==> config.mk <==
export PLATFORM = sky130hd
export DESIGN_NAME = ramdac_hidden_register_port
export DESIGN_NICKNAME = d
export VERILOG_FILES = /design/src/hw/rtl/rdhr_pkg.sv /design/src/hw/rtl/ramdac_hidden_register_port.sv
export SDC_FILE = /design/constraint.sdc
export NUM_CORES = 2
export LEC_CHECK = 0
export BUFFER_PORTS_ARGS = -buffer_cell sky130_fd_sc_hd__buf_4
export CAP_MARGIN = 20
export CORE_ASPECT_RATIO = 2
export CORE_MARGIN = 2
export CORE_UTILIZATION = 45
export CTS_CLUSTER_DIAMETER = 80
export DETAILED_ROUTE_END_ITERATION = 16
export GPL_TIMING_DRIVEN = 0
export HOLD_SLACK_MARGIN = 0.05
export PLACE_DENSITY_LB_ADDON = 0.3
export SLEW_MARGIN = 40
export SYNTH_ARGS = -nofsm -noshare
export SYNTH_HDL_FRONTEND = slang
export SYNTH_SLANG_ARGS = --single-unit
==> constraint.sdc <==
create_clock -name clk -period 8.1 [get_ports clk]
set_input_delay 0.81 -clock clk [delete_from_list [all_inputs] [get_ports clk]]
set_output_delay 0.81 -clock clk [all_outputs]
set_load 0.01 [all_outputs]
==> src/hw/rtl/rdhr_pkg.sv <==
// Shared types, constants and the pixel depth decode for the hidden-register port
// of the palette DAC. No dependencies; imported by ramdac_hidden_register_port.
package rdhr_pkg;

  typedef struct packed {
    logic       operation;
    logic [1:0] port_offset;
    logic [7:0] write_data;
  } in_item_t;

  typedef struct packed {
    logic [7:0] read_data;
    logic       claimed;
    logic [1:0] pixel_depth;
    logic       depth_update;
  } out_item_t;

  localparam logic       OP_READ  = 1'b0;
  localparam logic       OP_WRITE = 1'b1;
  localparam logic [1:0] PORT_PIXEL_MASK = 2'd0;

  localparam logic [2:0] STEP_IDLE   = 3'd0;
  localparam logic [2:0] STEP_CMD    = 3'd4;
  localparam logic [2:0] STEP_IDX_LO = 3'd5;
  localparam logic [2:0] STEP_IDX_HI = 3'd6;
  localparam logic [2:0] STEP_DATA   = 3'd7;

  localparam logic [2:0] NEXT_READ_PLAIN [8] = '{3'd1, 3'd2, 3'd3, 3'd4,
                                                 3'd0, 3'd0, 3'd0, 3'd0};
  localparam logic [2:0] NEXT_READ_EXT   [8] = '{3'd1, 3'd2, 3'd3, 3'd4,
                                                 3'd5, 3'd6, 3'd7, 3'd7};
  localparam logic [2:0] NEXT_WRITE      [8] = '{3'd0, 3'd0, 3'd0, 3'd0,
                                                 3'd0, 3'd6, 3'd7, 3'd7};

  localparam logic [15:0] IDX_ID0   = 16'd0;
  localparam logic [15:0] IDX_ID1   = 16'd1;
  localparam logic [15:0] IDX_DEPTH = 16'd3;
  localparam logic [15:0] IDX_ID7   = 16'd7;

  localparam logic [7:0] ID_BYTE0  = 8'h44;
  localparam logic [7:0] ID_BYTE1  = 8'h03;
  localparam logic [7:0] ID_BYTE7  = 8'h88;
  localparam logic [7:0] BYTE_ONES = 8'hFF;

  localparam logic [7:0] CMD_DEPTH_MASK = 8'hE8;
  localparam int         CMD_EXT_BIT    = 4;
  localparam int         CMD_REG_DEPTH  = 3;

  localparam logic [1:0] DEPTH_8  = 2'd0;
  localparam logic [1:0] DEPTH_15 = 2'd1;
  localparam logic [1:0] DEPTH_16 = 2'd2;
  localparam logic [1:0] DEPTH_24 = 2'd3;

  function automatic logic [1:0] decode_depth(input logic [7:0] cmd, input logic [7:0] reg3);
    logic [1:0] depth;
    depth = DEPTH_8;
    if (cmd[CMD_REG_DEPTH]) begin
      case (reg3) inside
        8'd1, 8'd2, 8'd8: depth = DEPTH_15;
        8'd3, 8'd6:       depth = DEPTH_16;
        8'd4, 8'd9:       depth = DEPTH_24;
        default:          depth = DEPTH_8;
      endcase
    end else begin
      case (cmd[7:5])
        3'd5:    depth = DEPTH_15;
        3'd6:    depth = DEPTH_16;
        3'd7:    depth = DEPTH_24;
        default: depth = DEPTH_8;
      endcase
    end
    return depth;
  endfunction

endpackage

==> src/hw/rtl/ramdac_hidden_register_port.sv <==
// Hidden-register front end of a true-colour palette DAC on the pixel-mask port.
// Depends on rdhr_pkg for the request and result types, step codes and depth decode.
//
// Usage: each bus access is a request on the in_ channel (operation, port offset,
// write byte); each produces exactly one result on the out_ channel carrying the
// read byte, the claim flag, the decoded pixel depth and the depth-update flag.
// Unclaimed accesses are meant to be forwarded to the base VGA.
// Each accepted request is registered into the execute stage, and its result into
// the output register when it leaves; no new request is taken while one is in the
// execute stage. The register file is a synchronous memory: it is read at the
// accept edge and the request is finished and written back as it leaves execute.
// Reset (rst_n low, synchronous) clears the sequence step, command byte and index,
// and clears the per-entry valid bits at once, so the register file reads as zero
// with no clearing pass; the block accepts requests as soon as reset is released.
// Stall: a stalled result stays in the output register. One more request may be
// accepted meanwhile; it waits in the execute stage until the output is taken.
module ramdac_hidden_register_port
  import rdhr_pkg::*;
#(
  parameter int REG_COUNT = 256
) (
  input  logic      clk,
  input  logic      rst_n,
  input  logic      in_valid,
  output logic      in_stall,
  input  in_item_t  in_data,
  output logic      out_valid,
  input  logic      out_stall,
  output out_item_t out_data
);

  localparam int          IDX_W     = (REG_COUNT > 1) ? $clog2(REG_COUNT) : 1;
  localparam logic [15:0] REG_LIMIT = 16'(REG_COUNT);

  localparam logic ST_IDLE = 1'b0;
  localparam logic ST_EXEC = 1'b1;

  logic [7:0] mem [REG_COUNT];
  logic [REG_COUNT-1:0] valid_r;

  logic        state_r, state_nxt;
  in_item_t    item_r;
  logic [2:0]  step_r, step_nxt;
  logic [7:0]  cmd_r, cmd_nxt;
  logic [15:0] idx_r, idx_nxt;
  logic [7:0]  reg3_r, reg3_nxt;
  logic [7:0]  rd_q_r;
  logic        rd_valid_r;
  logic        out_valid_r, out_valid_nxt;
  out_item_t   out_data_r, result;

  logic             in_accept, exec_go, mem_we, in_store;
  logic [IDX_W-1:0] addr;
  logic [7:0]       store_byte;

  assign in_accept  = in_valid && !in_stall;
  assign in_stall   = (state_r == ST_EXEC);
  assign exec_go    = (state_r == ST_EXEC) && !(out_valid_r && out_stall);
  assign addr       = idx_r[IDX_W-1:0];
  assign in_store   = (idx_r < REG_LIMIT);
  assign store_byte = rd_valid_r ? rd_q_r : 8'h00;

  always_comb begin
    step_nxt = step_r;
    cmd_nxt  = cmd_r;
    idx_nxt  = idx_r;
    reg3_nxt = reg3_r;
    mem_we   = 1'b0;
    result   = '0;
    if (item_r.port_offset != PORT_PIXEL_MASK) begin
      step_nxt = STEP_IDLE;
    end else if (item_r.operation == OP_WRITE) begin
      case (step_r)
        STEP_CMD: begin
          cmd_nxt             = item_r.write_data;
          result.depth_update = |((cmd_r ^ item_r.write_data) & CMD_DEPTH_MASK);
        end
        STEP_IDX_LO: idx_nxt = {idx_r[15:8], item_r.write_data};
        STEP_IDX_HI: idx_nxt = {item_r.write_data, idx_r[7:0]};
        STEP_DATA: begin
          mem_we = in_store;
          if (idx_r == IDX_DEPTH) begin
            reg3_nxt = item_r.write_data;
          end
          result.depth_update = (idx_r == IDX_DEPTH) && cmd_r[CMD_REG_DEPTH];
          idx_nxt = idx_r + 16'd1;
        end
        default: ;
      endcase
      result.claimed = step_r[2];
      step_nxt       = NEXT_WRITE[step_r];
    end else begin
      result.claimed = 1'b1;
      case (step_r)
        STEP_CMD:    result.read_data = cmd_r;
        STEP_IDX_LO: result.read_data = idx_r[7:0];
        STEP_IDX_HI: result.read_data = idx_r[15:8];
        STEP_DATA: begin
          if (idx_r == IDX_ID0) begin
            result.read_data = ID_BYTE0;
          end else if (idx_r == IDX_ID1) begin
            result.read_data = ID_BYTE1;
          end else if (idx_r == IDX_ID7) begin
            result.read_data = ID_BYTE7;
          end else if (in_store) begin
            result.read_data = store_byte;
          end else begin
            result.read_data = BYTE_ONES;
          end
          idx_nxt = idx_r + 16'd1;
        end
        default: result.read_data = BYTE_ONES;
      endcase
      step_nxt = cmd_r[CMD_EXT_BIT] ? NEXT_READ_EXT[step_r] : NEXT_READ_PLAIN[step_r];
    end
    result.pixel_depth = decode_depth(cmd_nxt, reg3_nxt);
  end

  always_comb begin
    state_nxt = state_r;
    if (in_accept) begin
      state_nxt = ST_EXEC;
    end else if (exec_go) begin
      state_nxt = ST_IDLE;
    end
    out_valid_nxt = out_valid_r;
    if (exec_go) begin
      out_valid_nxt = 1'b1;
    end else if (out_valid_r && !out_stall) begin
      out_valid_nxt = 1'b0;
    end
  end

  always_ff @(posedge clk) begin
    if (!rst_n) begin
      state_r     <= ST_IDLE;
      out_valid_r <= 1'b0;
      step_r      <= STEP_IDLE;
      cmd_r       <= 8'h00;
      idx_r       <= 16'h0000;
      reg3_r      <= 8'h00;
      valid_r     <= '0;
    end else begin
      state_r     <= state_nxt;
      out_valid_r <= out_valid_nxt;
      if (exec_go) begin
        step_r <= step_nxt;
        cmd_r  <= cmd_nxt;
        idx_r  <= idx_nxt;
        reg3_r <= reg3_nxt;
        if (mem_we) begin
          valid_r[addr] <= 1'b1;
        end
      end
    end
  end

  // Payload registers and the register file itself carry no reset.
  always_ff @(posedge clk) begin
    if (in_accept) begin
      item_r     <= in_data;
      rd_q_r     <= mem[addr];
      rd_valid_r <= valid_r[addr];
    end
    if (exec_go) begin
      out_data_r <= result;
      if (mem_we) begin
        mem[addr] <= item_r.write_data;
      end
    end
  end

  assign out_valid = out_valid_r;
  assign out_data  = out_data_r;

  a_accept_enters_exec: assert property (@(posedge clk) disable iff (!rst_n)
    in_accept |=> (state_r == ST_EXEC))
    else $error("accepted request did not enter the execute stage");

  a_exec_leaves: assert property (@(posedge clk) disable iff (!rst_n)
    exec_go |=> (state_r == ST_IDLE) && out_valid_r)
    else $error("execute stage did not hand its result to the output");

  a_rose_from_exec: assert property (@(posedge clk) disable iff (!rst_n)
    $rose(out_valid_r) |-> $past(state_r == ST_EXEC))
    else $error("result appeared without an executed request");

  a_unclaimed_zero: assert property (@(posedge clk) disable iff (!rst_n)
    (out_valid_r && !out_data_r.claimed) |-> (out_data_r.read_data == 8'h00))
    else $error("unclaimed access returned nonzero read data");

  a_reg3_shadow: assert property (@(posedge clk) disable iff (!rst_n)
    !valid_r[3] |-> (reg3_r == 8'h00))
    else $error("depth register shadow changed without a store write");

endmodule
# After elaboration in Yosys (flattened, before gate mapping)

Memories as Yosys holds them, arrays and structs flattened. A register that Yosys moved wholly into a read port is not among the register bits.
Index checks and enable logic that the tools add are counted.

Register bits: 317
Bits in writable memories: 2048
Memory bits (read-only): 72
Input port bits: 15
Output and inout bits: 14
Logic and storage cells: 121
Memories kept: 4

Memory list:

| memory           | depth | width | read ports | clocked after Yosys merged registers in | wr ports | RTL line                           | source |
|---|---|---|---|---|---|---|---|
| mem              | 256   | 8     | 1          | 1                                       | 1        | ramdac_hidden_register_port.sv:38  | `logic [7:0] mem [REG_COUNT];` |
| (name not given) | 8     | 3     | 1          | 0                                       | 0        | ramdac_hidden_register_port.sv:114 | `step_nxt = cmd_r[CMD_EXT_BIT] ? NEXT_READ_EXT[step_r] : NEXT_READ_PLAIN[step_r];` |
| (name not given) | 8     | 3     | 1          | 0                                       | 0        | ramdac_hidden_register_port.sv:114 |  |
| (name not given) | 8     | 3     | 1          | 0                                       | 0        | ramdac_hidden_register_port.sv:91  | `step_nxt = NEXT_WRITE[step_r];` |

$add $sub $neg: 1
Order comparisons: 4
Eq/ne operators: 19
Multiplexer cells: 46
Bitwise logic cells: 5
Reductions and logical operators: 25

Operators with widths:

| cell                                                | number |
|---|---|
| OR 256 bit                                          | 1 |
| 2-to-1 mux 8 bit                                    | 12 |
| one-hot mux 16 bit (3 select lines)                 | 1 |
| 2-to-1 mux 16 bit                                   | 2 |
| one-hot mux 8 bit (4 select lines)                  | 1 |
| 2-to-1 mux 3 bit                                    | 9 |
| == test 3 bit, second input constant                | 7 |
| adder 16 x 1 -> 16 bit, second input constant       | 1 |
| == test 16 x 1 -> 1 bit, second input constant      | 1 |
| == test 16 x 2 -> 1 bit, second input constant      | 1 |
| == test 16 x 3 -> 1 bit, second input constant      | 1 |
| == test 8 x 2 -> 1 bit, second input constant       | 2 |
| == test 8 x 3 -> 1 bit, second input constant       | 2 |
| == test 8 x 4 -> 1 bit, second input constant       | 2 |
| logical NOT 16 bit                                  | 1 |
| < comparator 16 x 9 -> 1 bit, second input constant | 1 |
| 2-to-1 mux 1 bit                                    | 13 |
| AND reduction 5 bit                                 | 2 |
| < comparator 8 x 9 -> 1 bit, second input constant  | 1 |
| binary-select mux 1 bit (select 8 bit)              | 1 |
| demux 1 bit (select 8 bit)                          | 1 |
| == test 8 x 1 -> 1 bit, second input constant       | 1 |
| >= comparator 8 x 1 -> 1 bit, second input constant | 1 |
| 2-to-1 mux 2 bit                                    | 4 |
| 16 further kinds                                    | 31 |

# Logic depth before layout (Yosys ltp)

Depth in word-level cells: 11
Depth in mapped cells: 14
Depth with buffers taken out: 8

# Worst setup path after synthesis

OpenSTA, ideal clock, no wires.

Path type: flip-flop to flip-flop
Start point: register item_r[3] (netlist name)
End point: register out_data_r (netlist bit out_data[2]) (data pin)
Setup time: 0.264 ns
Arrival time: 4.312 ns
Required time: 7.836 ns
Setup slack: 3.524 ns
Cell stages (with the launch flop): 7
Buffers on the path: 1
Period minus slack after synthesis: 4.576 ns
Cell sequence: edfxtp_1 -> clkbuf_1 -> nor2_1 -> a22oi_1 -> nand2_1 -> o21ai_0 -> o22ai_1

RTL lines:

| item                   | RTL line                           | source |
|---|---|---|
| start, declared        | ramdac_hidden_register_port.sv:42  | `in_item_t item_r;` |
| start signal, assigned | ramdac_hidden_register_port.sv:161 | `item_r <= in_data;` |
| end signal, assigned   | ramdac_hidden_register_port.sv:166 | `out_data_r <= result;` |
| end, declared          | ramdac_hidden_register_port.sv:50  | `out_item_t out_data_r, result;` |

==> summary.md <==
| Metric | Value |
|---|---|
| Status | complete, no violations |
| Clock sink count | 2373 |
| Origin of the worst setup path | idx_r[3] |
| EDFF count, synth | 2080 |
| Largest net degree at the start of global routing | 24 |
| Initial Util | a little under half |
| Post-synthesis cell area | 0.09233 mm^2 |
| Setup crit end kind | register |
| Hold Buf Count CTS | 0 |
| Initial antenna violation count | 38 |
| CP Class | reg -> reg |
| Die W | 324.3 um |
| Final WL | 396000 um |
| Slew Limit Fails | 0 |
| Post-route clock period utilization | 77.29% |
| FF+latch count, synth | between 2000 and 2500 |
| Ys flop type | edfxtp_1 |
| DRT antenna net count | 0 |
| Max stage delay on crit path | a little over 0.8 ns |
| CTS Buf Count | approximately 200 |
| CTS Buffer Depth | 4 |
| Worst Setup EP | rd_q_r[2] |
| Wl on met1 | around 120000 um |
| Met2 wire length | 185600 um |
| Area occupied by multi-input gates | 0.02349 mm^2 |
| Hold depth | 1 |
| Via count | 54270 |
| R2r endpoint | rd_q_r[2] |
| Clock Pin Slew Worst Setup and Hold Paths | approximately 0.070 ns |
| First-pass DRT Iterations | 8 |
| Crit path top cell by count | buf_2 |
| Drt wl/cell | 49.93 um |
| Arrival time at the worst endpoint | 6.75 ns |
| Int Power | approximately 19000 uW |
| Ys Warns | 0 |
| Post-synthesis sequential area ratio | between 70% and 80% |
| Rows | between 200 and 250 |
| Critical Path RT | 8.59 ns |
| Hold Fails Final Rpt | 0 |
| Number of setup buffers added after CTS | 0 |
| Critical path startpoint category | register |
| FMAX | 159.7 MHz |
| Final Skew | 0.05628 ns |
| CORE AREA | approximately 0.20 mm^2 |
| Root buf cell | clkbuf_16 |
| Max-slew headroom | 33.87% |
| Post_cts resized | 0 |
| FILL cells | 16000 |
| CP Max Fanout | 10 |
| Syn Nets | 4642 |
| Hold wc startpoint | in_data[6] |
| Fraction of registers with async set/reset | 0% |
| Max-cap viol count | 0 |
| Gr usage total | approximately two fifths |
| Fin util | about half |
| Critical path's slowest cell | buf_2 |
| P_sw | 4881 uW |
| Final setup vio count | 0 |
| Max Used Layer | met5 |
| H-tree depth | 4 |
| Internal reg-to-reg setup slack | 1.84 ns |
| Share of power burned in registers | 56.2% |
| Top Ports | 29 |
| CP cell instances | buf_2 -> buf_4 -> buf_2 -> buf_4 -> buf_2 -> buf_2 -> buf_12 -> mux2i_1 -> a22oi_1 -> nand3_1 -> nand4_1 |
| I/O Buffers | 27 |
| Starting DRT DRC Count | 9071 |
| Reg area | 0.06833 mm^2 |
| R2R depth | 11 |
| Total die area | roughly 0.21 mm^2 |
| Pleak | 0.03236 uW |
| First-pass GRT wire length | 510200 um |
| # DRC | 0 |
| RSZ-0062 raised after global routing | no |
| Min-Delay Path Class | in -> reg |
| Synthesized area per cell | around 20 um^2 |
| Switching Share | 20.59% |
| Die Y | 644.6 um |
| Layout cell share with drive strength beyond 1 | 32.61% |
| Synth Instances | 4617 |
| Congestion Overflow GR | 0 |
| Slew @ Worst Pin | 0.9643 ns |
| Vias in the first global route | between 50000 and 60000 |
| Library cells used by synthesis | 79 |
| Setup TNS Final | 0 ns |
| Maximum VDD drop | around 190 uV |
| Power share of the clock group | 42.1% |
| Clock Latency Late Sink | 0.89 ns |
| Cell Pwr Density | between 200 and 250 mW/mm^2 |
| Combinational share of power | roughly 1.7% |
| Min Clock Period, post-route | between 6 and 7 ns |
| Gpl congestion | 1.062 |
| Area Overhead vs Synth | 14.93% |
| Reg-to-reg startpoint | idx_r[3] |
| Nets | approximately 5000 |
| Met3 WL post-DR | 39240 um |
| CTS tree | done |
| Detailed placement HPWL | 283700 um |
| Via density | between 6 and 7 |
[cell type report]
type,instances,share of cell area (%)
multi-input cells,1944,22.14
clock buffers,258,5.113
diodes,30,0.07075
repair buffers,198,2.348
clock inverters,103,1.047
inverters,12,0.04245
flip-flops and latches,2373,64.39
well taps,2725,3.213
plain buffers,288,1.640
[synth_stat cells (all sizes together), types with 13 or more instances]
cell,count,area share [%]
edfxtp,2080,68
mux4,619,15
nor2,306,1.2
dfxtp,293,6.4
o21a,257,2.1
buf,182,1.2
mux2i,164,1.8
nand2,149,0.63
clkbuf,106,0.43
a22oi,58,0.47
a21oi,48,0.26
o22ai,41,0.28
nand3,28,0.15
nor2b,25,0.17
o21ai,24,0.13
nor3,16,0.092
nor4,16,0.15
a21boi,13,0.11
[critical path, delay by kind of cell (launching register included)]
kind                   cells  cell delay, ns
flip-flops                 1            0.30
AND/OR/NAND/NOR            2            0.69
buffers and inverters      7            3.77
multiplexers               1            0.56
AO/OA/AOI/OAI              1            0.40
[flip-flops by register name, indices dropped and copies added, names as in the netlist]
register    cells
in_stall        1
out_valid       1
idx_r          16
reg3_r          8
mem          2048
rd_valid_r      1
step_r          3
out_data       12
cmd_r           8
rd_q_r          8
item_r         11
valid_r       256
[cell usage in the layout, fill, tap and decap left out, drive strengths merged, types with 7 or more instances in the layout]
| master | Yosys | routed |
|---|---|---|
| nand4 | 11 | 11 |
| a32oi | 11 | 11 |
| bufinv | 0 | 21 |
| a222oi | 9 | 9 |
| a21oi | 48 | 48 |
| o21a | 257 | 257 |
| buf | 182 | 380 |
| clkinvlp | 0 | 12 |
| mux4 | 619 | 619 |
| edfxtp | 2080 | 2080 |
| a22oi | 58 | 58 |
| inv | 11 | 17 |
| nor3 | 16 | 16 |
| nor2b | 25 | 25 |
| xnor2 | 8 | 8 |
| nand2 | 149 | 149 |
| clkbuf | 106 | 364 |
| a211oi | 7 | 7 |
| nand3 | 28 | 28 |
| clkinv | 1 | 65 |
| a21o | 8 | 8 |
| o32ai | 9 | 9 |
| dfxtp | 293 | 293 |
| diode | 0 | 30 |
| nor4 | 16 | 16 |
| mux2i | 164 | 164 |
| a31oi | 9 | 9 |
| o21ai | 24 | 24 |
| ha | 10 | 10 |
| nor2 | 306 | 306 |
| a21boi | 13 | 13 |
| o211ai | 7 | 7 |
| o22ai | 41 | 41 |
[worst min path at each step]
stage	end	slack, ns
after floorplan	reg3_r[4]	0.43
after global placement	reg3_r[5]	0.44
after detailed placement	valid_r[171]	0.45
after CTS	item_r[6]	0.07
after global routing	item_r[7]	0.1
final	item_r[6]	0.10
[stage by stage]
step	cell area [um^2]	hold WS [ns]	cells	power, uW	setup WS (ns)
5_1_grt	106000	0.09911	7904	24080	2.088
3_5_place_dp	99390	0.4478	7538	13980	1.932
6_report	106100	0.1045	7931	23700	1.839
3_3_place_gp	95940	0.4382	7369	13970	-0.08732
4_1_cts	105900	0.07088	7899	23650	1.912
2_1_floorplan	92330	0.4307	4617	13760	3.524
[cells by family after synthesis]
group                    after synthesis  synth area share (%)
AO/OA/AOI/OAI                        541                 4.267
flip-flops                          2373                 74.00
multiplexers                         785                 16.90
buffers and inverters                300                 1.684
adder cells (fa/ha/maj)               10                0.1355
XOR/XNOR                              10               0.09487
AND/OR/NAND/NOR                      598                 2.914
[power by group through the flow]
stage / registers [uW] / logic (uW) / clock network [uW]
2_1_floorplan: 13700 / 49.1 / 0
6_report: 13300 / 406 / 9990
5_1_grt: 13300 / 417 / 10400
4_1_cts: 13300 / 392 / 9940
3_5_place_dp: 13600 / 392 / 0
3_3_place_gp: 13900 / 104 / 0
[per-layer routing]
| metal | vias to the layer above | track usage (%) |
|---|---|---|
| met1 | 28500 | 40.22 |
| met5 | - | 0 |
| met2 | 4454 | 59.84 |
| li1 | 19780 | - |
| met4 | 16 | 42.02 |
| met3 | 1512 | 9.446 |
Note: power is estimated with default switching activity, not from simulation.
